==> src/design/cptt_pkg.sv <==
// Package for the periodic CAN transmit table: codes, widths and the row record.
// Used by the interfaces, the row memory and the top level; depends on nothing.
package cptt_pkg;

   localparam int RowCount = 16;
   localparam int RowBits  = (RowCount > 1) ? $clog2(RowCount) : 1;

   localparam logic [31:0] ExtIdMask = 32'h1FFF_FFFF;
   localparam logic [31:0] StdIdMask = 32'h0000_07FF;
   localparam logic [7:0]  BadFlags  = 8'hFC;
   localparam logic [7:0]  BadSelect = 8'hC0;
   localparam logic [7:0]  MaxLength = 8'd8;

   typedef enum logic [2:0] {
      ACT_CREATE   = 3'd0,
      ACT_EDIT     = 3'd1,
      ACT_REMOVE   = 3'd2,
      ACT_TICK     = 3'd3,
      ACT_SNAPSHOT = 3'd4
   } action_type;

   typedef enum logic [2:0] {
      ST_OK        = 3'd0,
      ST_INVALID   = 3'd1,
      ST_MISSING   = 3'd2,
      ST_BADINDEX  = 3'd3,
      ST_DRVFAIL   = 3'd4,
      ST_NOTFOUND  = 3'd5
   } status_type;

   typedef enum logic [1:0] {
      KIND_REPLY = 2'd0,
      KIND_FRAME = 2'd1,
      KIND_DONE  = 2'd2
   } kind_type;

   typedef enum logic [2:0] {
      S_IDLE, S_READ, S_EXEC, S_SCAN, S_EMIT
   } state_type;

   typedef struct packed {
      logic        valid;
      logic        enabled;
      logic [1:0]  flags;
      logic [31:0] id;
      logic [3:0]  length;
      logic [63:0] data;
      logic [31:0] period;
      logic [31:0] last_sent;
      logic [31:0] tx_count;
      logic [2:0]  error;
   } row_type;

   typedef struct packed {
      logic [2:0]  action;
      logic [7:0]  row_index;
      logic [15:0] edit_select;
      logic [7:0]  frame_flags;
      logic [31:0] can_id;
      logic [7:0]  length_code;
      logic [63:0] payload;
      logic [31:0] period_ms;
      logic        enable_bit;
      logic [31:0] now_ms;
      logic        bus_open;
      logic [15:0] send_ok_mask;
   } req_type;

   typedef struct packed {
      logic [1:0]  result_kind;
      logic [2:0]  status;
      logic [3:0]  out_index;
      logic [1:0]  out_flags;
      logic [31:0] out_id;
      logic [3:0]  out_length;
      logic [63:0] out_payload;
      logic [31:0] out_period;
      logic        out_enabled;
      logic [31:0] out_tx_count;
      logic [2:0]  out_last_error;
      logic        last_item;
   } rsp_type;

   typedef struct packed {
      logic                 rd_en;
      logic [RowBits-1:0]   rd_addr;
      logic                 wr_en;
      logic [RowBits-1:0]   wr_addr;
   } mem_ctl_type;

endpackage

==> src/design/cptt_if.sv <==
// Valid/ready channel that carries one word of the given payload type.
// Depends on cptt_pkg for the payload types.
interface cptt_req_if (input logic clock);
   cptt_pkg::req_type payload;
   logic valid;
   logic ready;
   modport source (output valid, output payload, input ready);
   modport sink   (input valid, input payload, output ready);
endinterface

interface cptt_rsp_if (input logic clock);
   cptt_pkg::rsp_type payload;
   logic valid;
   logic ready;
   modport source (output valid, output payload, input ready);
   modport sink   (input valid, input payload, output ready);
endinterface

==> src/design/cptt_row_mem.sv <==
// Row store: one synchronous memory of row records, one read and one write port.
// Depends on cptt_pkg; rows not written since reset read as all zero via valid bits.
module cptt_row_mem (
   input  logic                  clock,
   input  logic                  reset,
   input  cptt_pkg::mem_ctl_type ctl,
   input  cptt_pkg::row_type     wr_data,
   output cptt_pkg::row_type     rd_data
);
   import cptt_pkg::*;

   row_type               mem [RowCount];
   logic [RowCount-1:0]   written_ff;
   logic                  hit_ff;
   row_type               q_ff;

   always_ff @(posedge clock) begin
      if (reset) begin
         written_ff <= '0;
      end else if (ctl.wr_en) begin
         written_ff[ctl.wr_addr] <= 1'b1;
      end
   end

   always_ff @(posedge clock) begin
      if (ctl.wr_en) begin
         mem[ctl.wr_addr] <= wr_data;
      end
      if (ctl.rd_en) begin
         q_ff   <= mem[ctl.rd_addr];
         hit_ff <= written_ff[ctl.rd_addr];
      end
   end

   assign rd_data = hit_ff ? q_ff : '0;
endmodule

==> src/design/can_periodic_tx_table_top.sv <==
// Periodic CAN transmit table, top level: command decoder and tick scanner.
// Depends on cptt_pkg, cptt_if and cptt_row_mem.
// A command's reply word is registered after the S_READ and S_EXEC states; a new command is taken only in S_IDLE.
// A tick reads each row in S_READ and checks it in S_SCAN, then issues its done word from
// S_EMIT (straight after S_READ with the bus closed); a due row waits while a word is held.
// Synchronous reset empties the table at once and accepts the next word the cycle after.
module can_periodic_tx_table_top (
   input logic       clock,
   input logic       reset,
   cptt_req_if.sink  req,
   cptt_rsp_if.source rsp
);
   import cptt_pkg::*;

   state_type   state_ff, state_in;
   req_type     cmd_ff, cmd_in;
   logic [RowBits:0] row_ff, row_in;
   rsp_type     out_ff, out_in;
   logic        out_valid_ff, out_valid_in;
   mem_ctl_type ctl;
   row_type     rd_row, wr_row;

   cptt_row_mem u_mem (
      .clock   (clock),
      .reset   (reset),
      .ctl     (ctl),
      .wr_data (wr_row),
      .rd_data (rd_row)
   );

   logic        idx_ok;
   logic [RowBits-1:0] idx;
   logic [RowBits-1:0] scan_idx;
   logic [63:0] byte_mask;
   logic        due, ok_bit;
   row_type     edit_row;
   rsp_type     reply_w;
   logic        scan_last;

   assign idx_ok   = {24'd0, cmd_ff.row_index} < 32'(RowCount);
   assign idx      = cmd_ff.row_index[RowBits-1:0];
   assign scan_idx = row_ff[RowBits-1:0];
   assign scan_last = row_ff == (RowBits+1)'(RowCount - 1);

   always_comb begin
      for (int i = 0; i < 8; i++) begin
         byte_mask[8*i +: 8] = {8{cmd_ff.edit_select[8+i]}};
      end
   end

   assign due = rd_row.valid && rd_row.enabled && (rd_row.period != '0)
                && ((cmd_ff.now_ms - rd_row.last_sent) >= rd_row.period);
   assign ok_bit = ({{(32-RowBits-1){1'b0}}, row_ff} < 32'd16)
                   && cmd_ff.send_ok_mask[row_ff[3:0]];

   // Execute a command against the row read from memory, and update a due row during a tick scan.
   always_comb begin
      edit_row = rd_row;
      reply_w  = '0;
      reply_w.result_kind = KIND_REPLY;
      reply_w.last_item   = 1'b1;
      reply_w.status      = ST_OK;
      wr_row   = rd_row;
      ctl.rd_en   = state_ff == S_READ;
      ctl.rd_addr = (cmd_ff.action == ACT_TICK) ? scan_idx : idx;
      ctl.wr_en   = 1'b0;
      ctl.wr_addr = idx;
      case (cmd_ff.action)
         ACT_CREATE: begin
            if (!idx_ok || (cmd_ff.frame_flags & BadFlags) != '0
                || cmd_ff.length_code > MaxLength) begin
               reply_w.status = ST_INVALID;
            end else begin
               wr_row.valid     = 1'b1;
               wr_row.enabled   = cmd_ff.enable_bit && (cmd_ff.period_ms != '0);
               wr_row.flags     = cmd_ff.frame_flags[1:0];
               wr_row.id        = cmd_ff.can_id;
               wr_row.length    = cmd_ff.length_code[3:0];
               wr_row.data      = cmd_ff.payload;
               wr_row.period    = cmd_ff.period_ms;
               wr_row.last_sent = cmd_ff.now_ms;
               wr_row.tx_count  = '0;
               wr_row.error     = ST_OK;
               ctl.wr_en = state_ff == S_EXEC;
            end
         end
         ACT_EDIT: begin
            if (!idx_ok || (cmd_ff.edit_select[7:0] & BadSelect) != '0) begin
               reply_w.status = ST_INVALID;
            end else if (!rd_row.valid) begin
               reply_w.status = ST_MISSING;
            end else if (cmd_ff.edit_select[2] && cmd_ff.length_code > MaxLength) begin
               reply_w.status = ST_INVALID;
            end else begin
               if (cmd_ff.edit_select[0]) edit_row.flags = cmd_ff.frame_flags[1:0];
               if (cmd_ff.edit_select[1]) edit_row.id = cmd_ff.can_id;
               if (cmd_ff.edit_select[2]) edit_row.length = cmd_ff.length_code[3:0];
               if (cmd_ff.edit_select[3] && cmd_ff.edit_select[15:8] == '0) begin
                  reply_w.status = ST_INVALID;
               end else begin
                  if (cmd_ff.edit_select[3]) begin
                     edit_row.data = (rd_row.data & ~byte_mask)
                                     | (cmd_ff.payload & byte_mask);
                  end
                  if (cmd_ff.edit_select[4]) begin
                     edit_row.period    = cmd_ff.period_ms;
                     edit_row.last_sent = cmd_ff.now_ms;
                  end
                  if (cmd_ff.edit_select[5]) begin
                     edit_row.enabled   = cmd_ff.enable_bit;
                     edit_row.last_sent = cmd_ff.now_ms;
                  end
                  if (edit_row.period == '0) edit_row.enabled = 1'b0;
                  edit_row.error = ST_OK;
               end
               wr_row    = edit_row;
               ctl.wr_en = state_ff == S_EXEC;
            end
         end
         ACT_REMOVE: begin
            if (!idx_ok) begin
               reply_w.status = ST_BADINDEX;
            end else begin
               wr_row    = '0;
               ctl.wr_en = state_ff == S_EXEC;
            end
         end
         ACT_SNAPSHOT: begin
            if (!idx_ok) begin
               reply_w.status = ST_BADINDEX;
            end else if (!rd_row.valid) begin
               reply_w.status = ST_NOTFOUND;
            end else begin
               reply_w.out_index      = 4'(idx);
               reply_w.out_flags      = rd_row.flags;
               reply_w.out_id         = rd_row.id;
               reply_w.out_length     = rd_row.length;
               reply_w.out_payload    = rd_row.data;
               reply_w.out_period     = rd_row.period;
               reply_w.out_enabled    = rd_row.enabled;
               reply_w.out_tx_count   = rd_row.tx_count;
               reply_w.out_last_error = rd_row.error;
            end
         end
         default: begin
            reply_w.status = ST_INVALID;
         end
      endcase
      if (state_ff == S_SCAN) begin
         ctl.wr_addr    = scan_idx;
         wr_row         = rd_row;
         wr_row.last_sent = cmd_ff.now_ms;
         wr_row.tx_count  = ok_bit ? rd_row.tx_count + 32'd1 : rd_row.tx_count;
         wr_row.error     = ok_bit ? ST_OK : ST_DRVFAIL;
         ctl.wr_en        = due && !out_valid_ff;
      end
   end

   // Next state.
   always_comb begin
      state_in = state_ff;
      case (state_ff)
         S_IDLE: if (req.valid && req.ready) state_in = S_READ;
         S_READ: state_in = (cmd_ff.action == ACT_TICK) ?
                            (cmd_ff.bus_open ? S_SCAN : S_EMIT) : S_EXEC;
         S_EXEC: if (!out_valid_ff) state_in = S_IDLE;
         S_SCAN: begin
            if (!due || !out_valid_ff) begin
               state_in = scan_last ? S_EMIT : S_READ;
            end
         end
         S_EMIT: if (!out_valid_ff) state_in = S_IDLE;
         default: state_in = S_IDLE;
      endcase
   end

   // Outputs and datapath.
   always_comb begin
      cmd_in       = cmd_ff;
      row_in       = row_ff;
      out_in       = out_ff;
      out_valid_in = out_valid_ff && !rsp.ready;
      req.ready    = state_ff == S_IDLE;
      case (state_ff)
         S_IDLE: begin
            if (req.valid) begin
               cmd_in = req.payload;
               row_in = '0;
            end
         end
         S_EXEC: begin
            if (!out_valid_ff) begin
               out_in       = reply_w;
               out_valid_in = 1'b1;
            end
         end
         S_SCAN: begin
            if (due && !out_valid_ff) begin
               out_in = '0;
               out_in.result_kind = KIND_FRAME;
               out_in.status      = ok_bit ? ST_OK : ST_DRVFAIL;
               out_in.out_index   = row_ff[3:0];
               out_in.out_flags   = rd_row.flags;
               out_in.out_id      = rd_row.id & (rd_row.flags[0] ? ExtIdMask : StdIdMask);
               out_in.out_length  = rd_row.length;
               out_in.out_payload = rd_row.data;
               out_valid_in       = 1'b1;
            end
            if (!due || !out_valid_ff) row_in = row_ff + 1'b1;
         end
         S_EMIT: begin
            if (!out_valid_ff) begin
               out_in = '0;
               out_in.result_kind = KIND_DONE;
               out_in.status      = ST_OK;
               out_in.last_item   = 1'b1;
               out_valid_in       = 1'b1;
            end
         end
         default: ;
      endcase
   end

   always_ff @(posedge clock) begin
      if (reset) begin
         state_ff     <= S_IDLE;
         out_valid_ff <= 1'b0;
         row_ff       <= '0;
      end else begin
         state_ff     <= state_in;
         out_valid_ff <= out_valid_in;
         row_ff       <= row_in;
      end
      cmd_ff <= cmd_in;
      out_ff <= out_in;
   end

   assign rsp.valid   = out_valid_ff;
   assign rsp.payload = out_ff;

   a_scan_write_only_when_free: assert property (@(posedge clock) disable iff (reset)
      (state_ff == S_SCAN && ctl.wr_en) |-> !out_valid_ff)
      else $error("row written while a frame word is still pending");
   a_idle_after_reply: assert property (@(posedge clock) disable iff (reset)
      (state_ff == S_EMIT && !out_valid_ff) |=> (state_ff == S_IDLE && out_valid_ff))
      else $error("done marker not issued");
   a_no_accept_busy: assert property (@(posedge clock) disable iff (reset)
      (state_ff != S_IDLE) |-> !req.ready)
      else $error("word accepted while busy");
endmodule

==> src/flat_wrapper.sv <==
// flat-port wrapper written by rule: the top's interface ports become plain ports
module can_periodic_tx_table_top_flat import cptt_pkg::*;
  (clock, reset, req_valid, req_payload, req_ready, rsp_valid, rsp_payload, rsp_ready);
  cptt_req_if req_i (.clock(clock));
  cptt_rsp_if rsp_i (.clock(clock));
  input logic clock;
  input logic reset;
  input wire logic [$bits(req_i.valid)-1:0] req_valid;
  input wire logic [$bits(req_i.payload)-1:0] req_payload;
  output wire logic [$bits(req_i.ready)-1:0] req_ready;
  output wire logic [$bits(rsp_i.valid)-1:0] rsp_valid;
  output wire logic [$bits(rsp_i.payload)-1:0] rsp_payload;
  input wire logic [$bits(rsp_i.ready)-1:0] rsp_ready;
  assign req_i.valid = req_valid;
  assign req_i.payload = req_payload;
  assign req_ready = req_i.ready;
  assign rsp_valid = rsp_i.valid;
  assign rsp_payload = rsp_i.payload;
  assign rsp_i.ready = rsp_ready;
  can_periodic_tx_table_top u_core (.clock(clock), .reset(reset), .req(req_i), .rsp(rsp_i));
endmodule
==> config.mk <==
export PLATFORM = sky130hd
export DESIGN_NAME = can_periodic_tx_table_top_flat
export DESIGN_NICKNAME = d
export VERILOG_FILES = /design/src/design/cptt_pkg.sv /design/src/design/cptt_if.sv /design/src/design/cptt_row_mem.sv /design/src/design/can_periodic_tx_table_top.sv /design/src/flat_wrapper.sv
export SDC_FILE = /design/constraint.sdc
export NUM_CORES = 2
export LEC_CHECK = 0
export BUFFER_PORTS_ARGS = -buffer_cell sky130_fd_sc_hd__buf_2
export CAP_MARGIN = 10
export CORE_ASPECT_RATIO = 0.8
export CORE_UTILIZATION = 45
export CTS_CLUSTER_DIAMETER = 120
export DETAILED_ROUTE_END_ITERATION = 12
export SLEW_MARGIN = 0
export SYNTH_ARGS = -nofsm -noshare
export SYNTH_HDL_FRONTEND = slang
export SYNTH_SLANG_ARGS = --single-unit
export TNS_END_PERCENT = 100
==> constraint.sdc <==
create_clock -name clock -period 26.2 [get_ports clock]
set_clock_uncertainty 0.05 [all_clocks]
set_input_delay 2.62 -clock clock [delete_from_list [all_inputs] [get_ports clock]]
set_output_delay 2.62 -clock clock [all_outputs]
set_load 0.02 [all_outputs]
== Word level (Yosys, flattened, before mapping) ==
Memory sizes are Yosys's and may differ from the RTL's. A register that Yosys moved wholly into a read port is not among the register bits.
Cells that the tools add are included.

* Input bits: 225
* Logic and storage cells: 169
* Bits in writable memories: 3248
* Memories: 1
* Output and inout bits: 182
* Bits in registers: 427

* Bitwise logic cells: 6
* Reductions and logical operators: 34
* Equal/unequal tests: 16
* $add $sub $neg: 3
* Multiplexer cells: 72
* Magnitude comparators: 8

{| class="wikitable"
|+ Memory list
! name !! depth !! width !! rd ports !! clocked after memory_dff !! wr ports !! RTL line !! RTL
|-
| u_core.u_mem.mem || 16 || 203 || 1 || 1 || 1 || cptt_row_mem.sv:12 || <nowiki>row_type mem [RowCount];</nowiki>
|}

{| class="wikitable"
|+ Operator list
! cell !! number
|-
| two-way mux 203 bit || 6
|-
| one-hot mux 203 bit (3 select lines) || 1
|-
| two-way mux 180 bit || 3
|-
| one-hot mux 180 bit (3 select lines) || 1
|-
| two-way mux 174 bit || 3
|-
| two-way mux 64 bit || 7
|-
| two-way mux 202 bit || 1
|-
| bitwise AND 64 bit || 2
|-
| two-way mux 128 bit || 1
|-
| two-way mux 32 bit || 3
|-
| inverter 64 bit || 1
|-
| bitwise OR 64 bit || 1
|-
| nonzero test 32 bit || 2
|-
| two-way mux 3 bit || 13
|-
| adder 32 x 1 -> 32 bit, second input constant || 1
|-
| bitwise AND 32 bit || 1
|-
| >= comparator 32 bit || 1
|-
| zero test 32 bit || 1
|-
| subtractor 32 bit || 1
|-
| two-way mux 29 bit || 1
|-
| one-hot mux 3 bit (4 select lines) || 2
|-
| two-way mux 1 bit || 17
|-
| bitwise OR 16 bit || 1
|-
| nonzero test 8 bit || 2
|-
| other kinds (30) || 66
|}

== Longest topological paths before layout ==
* Word-level depth: 15
* Depth in mapped cells: 26
* Gate-level depth less buffers: 23

== Hierarchy ==
Synthesis repeated with hierarchy kept, for this count alone.

* Cell total of the unflattened synthesis: 7138
* Area total of the unflattened synthesis: 149943.8 um2

{| class="wikitable"
|+ Modules (own cells, without submodules)
! module !! times used !! sequential area each (um2) !! cells an instance !! area an instance (um2)
|-
| cptt_row_mem || 1 || 103979.7 || 5607 || 130221.1
|-
| can_periodic_tx_table_top || 1 || 12221.7 || 1531 || 19722.7
|}

== Worst setup path after synthesis ==
OpenSTA, ideal clock, no wires.

* Kind: reg2reg
* Start: reg u_core.u_mem.hit_ff
* End: mem u_core.u_mem.mem[9][0] (netlist bit) (enable)
* Arrival: 18941 ps
* Path buffers: 5
* Cell stages (with the launch flop): 25
* Period minus slack after synthesis: 20005 ps
* Data required time: 25136 ps
* Slack: 6195 ps
* Setup time: 1014 ps
* Cells stage by stage: edfxtp_1 clkbuf_1 clkbuf_1 clkbuf_1 clkbuf_1 buf_1 nand2_1 ha_1 a21oi_1 nand2_1 a221o_1 nor4_1 or3b_2 a21oi_1 a211oi_1 o21bai_1 xor2_1 ha_1 and4_1 nand2_1 nor2_1 o2111ai_1 a31oi_1 a21oi_2 nor3_1

* Cells in the longest elaborated chain, start to end: 8
* Elaborated cells between the ends (all ways): 14
* Classes of those cells: add/sub (1); order compare (1); mux (7); reduce/logical (5)

{| class="wikitable"
|+ Ends and longest elaborated chain
! element !! RTL line !! RTL
|-
| start: declaration || cptt_row_mem.sv:14 || <nowiki>logic hit_ff;</nowiki>
|-
| start signal: assignment || cptt_row_mem.sv:31 || <nowiki>hit_ff <= written_ff[ctl.rd_addr];</nowiki>
|-
| two-way mux 203 bit (*) || cptt_row_mem.sv:35 || <nowiki>assign rd_data = hit_ff ? q_ff : '0;</nowiki>
|-
| subtractor 32 bit (tied with other cells) || can_periodic_tx_table_top.sv:52 || <nowiki>&& ((cmd_ff.now_ms - rd_row.last_sent) >= rd_row.period);</nowiki>
|-
| >= comparator 32 bit / logical AND 1 bit (equally long branches) || can_periodic_tx_table_top.sv:52, can_periodic_tx_table_top.sv:51 ||
|-
| logical AND 1 bit || can_periodic_tx_table_top.sv:52 ||
|-
| logical AND 1 bit || can_periodic_tx_table_top.sv:155 || <nowiki>ctl.wr_en = due && !out_valid_ff;</nowiki>
|-
| two-way mux 5 bit (*) || can_periodic_tx_table_top.sv:149 || <nowiki>if (state_ff == S_SCAN) begin</nowiki>
|-
| two-way mux 1 bit (*) || cptt_row_mem.sv:26 || <nowiki>if (ctl.wr_en) begin</nowiki>
|-
| two-way mux 1 bit (not written as such) (*) || cptt_row_mem.sv:27 || <nowiki>mem[ctl.wr_addr] <= wr_data;</nowiki>
|-
| end: declaration || cptt_row_mem.sv:12 ||
|}

Mark *: on every way between the ends. The rest lies on a longest branch, timed or not.

== Worst setup path after layout ==
* Start: reg u_core.u_mem.hit_ff
* End: mem u_core.u_mem.mem[1][18] (netlist bit) (enable)

Same word-level chain as after synthesis.

==> metrics.txt <==
fin util=0.515; Antenna Violating Nets Remaining=0; type of the worst setup path=register to register; max layer used=met5; Post-synth EDFFs=3,853; most used flip-flop cell after synthesis=sky130_fd_sc_hd__edfxtp_1; Initial Util=0.453; Met3 Routed Length=27,400 µm; count of TritonRoute iterations in the first routing pass=6; most used cell along the critical path=sky130_fd_sc_hd__buf_4; final setup vio count=0; last weighted congestion value of the routability-driven placer=0.862; via density per instance=6.03; Critical Path End Type=register; worst vdd rail ir drop=between 0.05 and 0.06 mV; number of hold buffers added after CTS=0; number of port buffers=406; estimated wirelength of the detail-placed design=225,000 µm; startpoint of the worst setup timing path=u_core.u_mem.hit_ff; maximum number of pins on one net before global-route repair=162; Total Wirelength=roughly 400,000 µm; clock slew at the register clock pins of the worst setup and hold paths=0.07 ns; Syn Std Cell Area=0.150 mm²; final layout net count=around 8,400; slowest CP cell=sky130_fd_sc_hd__edfxtp_1; Max stage delay on crit path=~0.97 ns; count of H-tree levels built during CTS=5; Cells after Synth=between 7,000 and 8,000; chip height=518 µm; RSZ-0062 raised after global routing=no; power density over the cells=81.0 mW/mm²; Clock Tree Root=sky130_fd_sc_hd__clkbuf_16; launching point of the worst reg2reg path=u_core.u_mem.hit_ff; via count of the first global-routing pass=78,600; overall power=0.0138 W; initial antenna violation count=24; startpoint type of the worst setup path=register; relative area change from synthesis to final layout=13.7%; highest achievable clock rate=94.6 MHz; Synth Register Bits=3,878; # Max-Cap Violations=0; Core Footprint=0.332 mm²; first-pass GRT wire length=around 570,000 µm; met1 layer wirelength in the final routing=167,000 µm; worst skew pair latency=0.94 ns; Synth Area per Inst=~20 µm²; number of max-slew violations in the final report=0; Congestion Overflow GR=0; total count of hold-check failures in the final report=0; First DRT Iteration DRCs=8,586; TritonCTS clock tree=yes; Inserted Clock Buffers=around 380; Std-Cell Rows=~190; yosys warns=0; post-CTS setup buffers=0; DR WL met2=190,000 µm; WP data required=around 27 ns; routed length per instance=about 31 µm; total negative setup slack=0 ns; final worst-path cycle share=0.403; CTS resizes=0; maximum fanout encountered on the critical timing path=86; synth unique cells=76; global-route usage over all layers=0.234; number of ports placed on the die boundary=between 400 and 500; Hold/Removal Path Class=register to register; clk sinks=3,878; area enclosed by the die boundary=0.336 mm²; result of the run=finished clean; cell breakdown of the critical path=buf_12 -> buf_4 -> nand2_1 -> ha_1 -> or3_1 -> o211ai_1 -> a21oi_1 -> a221oi_1 -> o31a_1 -> o31ai_1 -> a211oi_1 -> xnor2_1 -> ha_1 -> a21o_1 -> a21o_1 -> a21oi_1 -> a21o_1 -> a31oi_2 -> buf_4 -> a21oi_2 -> nor2_4 -> buf_4 -> buf_4 -> buf_4; total nets after synthesis=7,775; Relative slew margins=0.119; proportion of layout cells with a drive suffix above 1=0.246; origin of the worst min-delay path=u_core.u_mem.written_ff[1]; slew at the pin closest to its max-slew limit=1.31 ns; floorplan die width=648 µm; number of vias in the routed layout=77,200; static leakage power=54.9 nW; DRC violation count after routing=0; register area share after synthesis=0.775; Max clock buf depth=4; Final Critical Period=approximately 11 ns; arrival time worst endpoint=11.00 ns; async set-reset flop share out of synthesis=0
-- layout make-up --
| cell class | instances | area [µm²] |
|---|---|---|
| Tap cell | 4393 | 5500 |
| Multi-Input combinational cell | 3155 | 32400 |
| Timing Repair Buffer | 641 | 4100 |
| Clock buffer | 457 | 10100 |
| Fill cell | 26300 | 161000 |
| Clock inverter | 232 | 2120 |
| Antenna cell | 21 | 52.6 |
| Sequential cell | 3878 | 116000 |
| Inverter | 28 | 113 |
-- kinds of logic after synthesis --
kind of cell               share of synthesized area
xor gates and xnor gates                     0.00187
adders and majority gates                    0.00572
DFF                                            0.775
muxes                                          0.124
and+or+nand+nor                               0.0419
AOI/OAI and AO/OA                             0.0396
buffers and inverters                         0.0122
-- power breakdown --
part           leakage, nW  internal (W)  switching, W
Clock                 5.92       0.00308       0.00234
Sequential            35.6       0.00705     0.0000988
Combinational         13.4      0.000443      0.000815
Total                 54.9        0.0106       0.00325
-- worst max-delay path, delay by kind of cell, from the launching register on --
family                   cells  cell delay, ns
adder cells (fa/ha/maj)      2            0.72
XOR/XNOR                     1            0.11
flip-flops                   1            0.97
buffers and inverters        6            4.03
AO/OA/AOI/OAI               12            2.61
AND/OR/NAND/NOR              3            1.36
-- Yosys cell counts, drive strengths merged, types with 67 or more instances --
library cell / n / area [µm²]
a211oi: 212 / 1590
a21oi: 94 / 493
a31oi: 221 / 1380
a32o: 72 / 721
and2: 291 / 1820
buf: 128 / 619
clkbuf: 293 / 1100
edfxtp: 3853 / 116000
ha: 67 / 838
mux4: 821 / 18500
nand2: 701 / 2630
nor2: 175 / 662
o21ai: 124 / 621
-- metal layers --
metal	vias to the layer above	GRT usage
met5	-	0
met4	8	0.0726
met3	605	0.0340
met2	3176	0.376
met1	41400	0.334
li1	32000	-
-- state kept, by name, indices dropped and copies added, names as in the netlist, 3 cells and up --
name and cells:
u_core.cmd_ff 213, u_core.state_ff 3, u_core.u_mem.mem 3248, u_core.u_mem.q_ff 203
u_core.u_mem.written_ff 16, u_core.row_ff 5, u_core.rsp.payload 180, u_core.byte_mask 8
-- cell usage in the layout, fill, tap and decap left out, types with 23 or more instances in the layout --
cell                        netlist  layout
sky130_fd_sc_hd__a211oi_1       212     211
sky130_fd_sc_hd__buf_12           0      23
sky130_fd_sc_hd__clkbuf_16        0     393
sky130_fd_sc_hd__nand2_1        700     699
sky130_fd_sc_hd__buf_4            0     206
sky130_fd_sc_hd__nor2_1         173     155
sky130_fd_sc_hd__a32o_1          72      72
sky130_fd_sc_hd__clkinv_1         0     100
sky130_fd_sc_hd__a21o_1          26      26
sky130_fd_sc_hd__ha_1            67      67
sky130_fd_sc_hd__o21ai_1          2      24
sky130_fd_sc_hd__mux4_2         821     821
sky130_fd_sc_hd__clkbuf_1       293      64
sky130_fd_sc_hd__a21oi_1         90      87
sky130_fd_sc_hd__buf_2           93     406
sky130_fd_sc_hd__dfxtp_1         25      25
sky130_fd_sc_hd__bufinv_16        0      34
sky130_fd_sc_hd__nor3_1          25      23
sky130_fd_sc_hd__inv_1           28      26
sky130_fd_sc_hd__edfxtp_1      3853    3853
sky130_fd_sc_hd__nand3_1         35      35
sky130_fd_sc_hd__nand4_1         24      24
sky130_fd_sc_hd__clkinv_2         0      61
sky130_fd_sc_hd__a31oi_1        221     219
sky130_fd_sc_hd__and2_1         288     287
sky130_fd_sc_hd__o21ai_0        122      95
sky130_fd_sc_hd__and3_1          41      41
-- final timing paths --
| kind | slack [ns] | to | depth (start not counted) |
|---|---|---|---|
| max | 15.63 | u_core.u_mem.mem[1][18] | 24 |
| min | 0.42 | u_core.u_mem.written_ff[1] | 2 |
| max reg2reg | 15.63 | u_core.u_mem.mem[1][18] | 24 |
| min reg2reg | 0.42 | u_core.u_mem.written_ff[1] | 2 |
-- metrics by stage --
stage	setup slack (ns)	instance area, µm²	hold slack (ns)	cells
3_3_place_gp	15.73	158000	0.393	12100
6_report	15.63	171000	0.417	12800
2_1_floorplan	6.20	150000	0.381	7482
3_5_place_dp	15.68	158000	0.401	12100
4_1_cts	15.64	170000	0.417	12800
5_1_grt	15.06	171000	0.441	12800
Note: power is estimated with default switching activity, not from simulation.
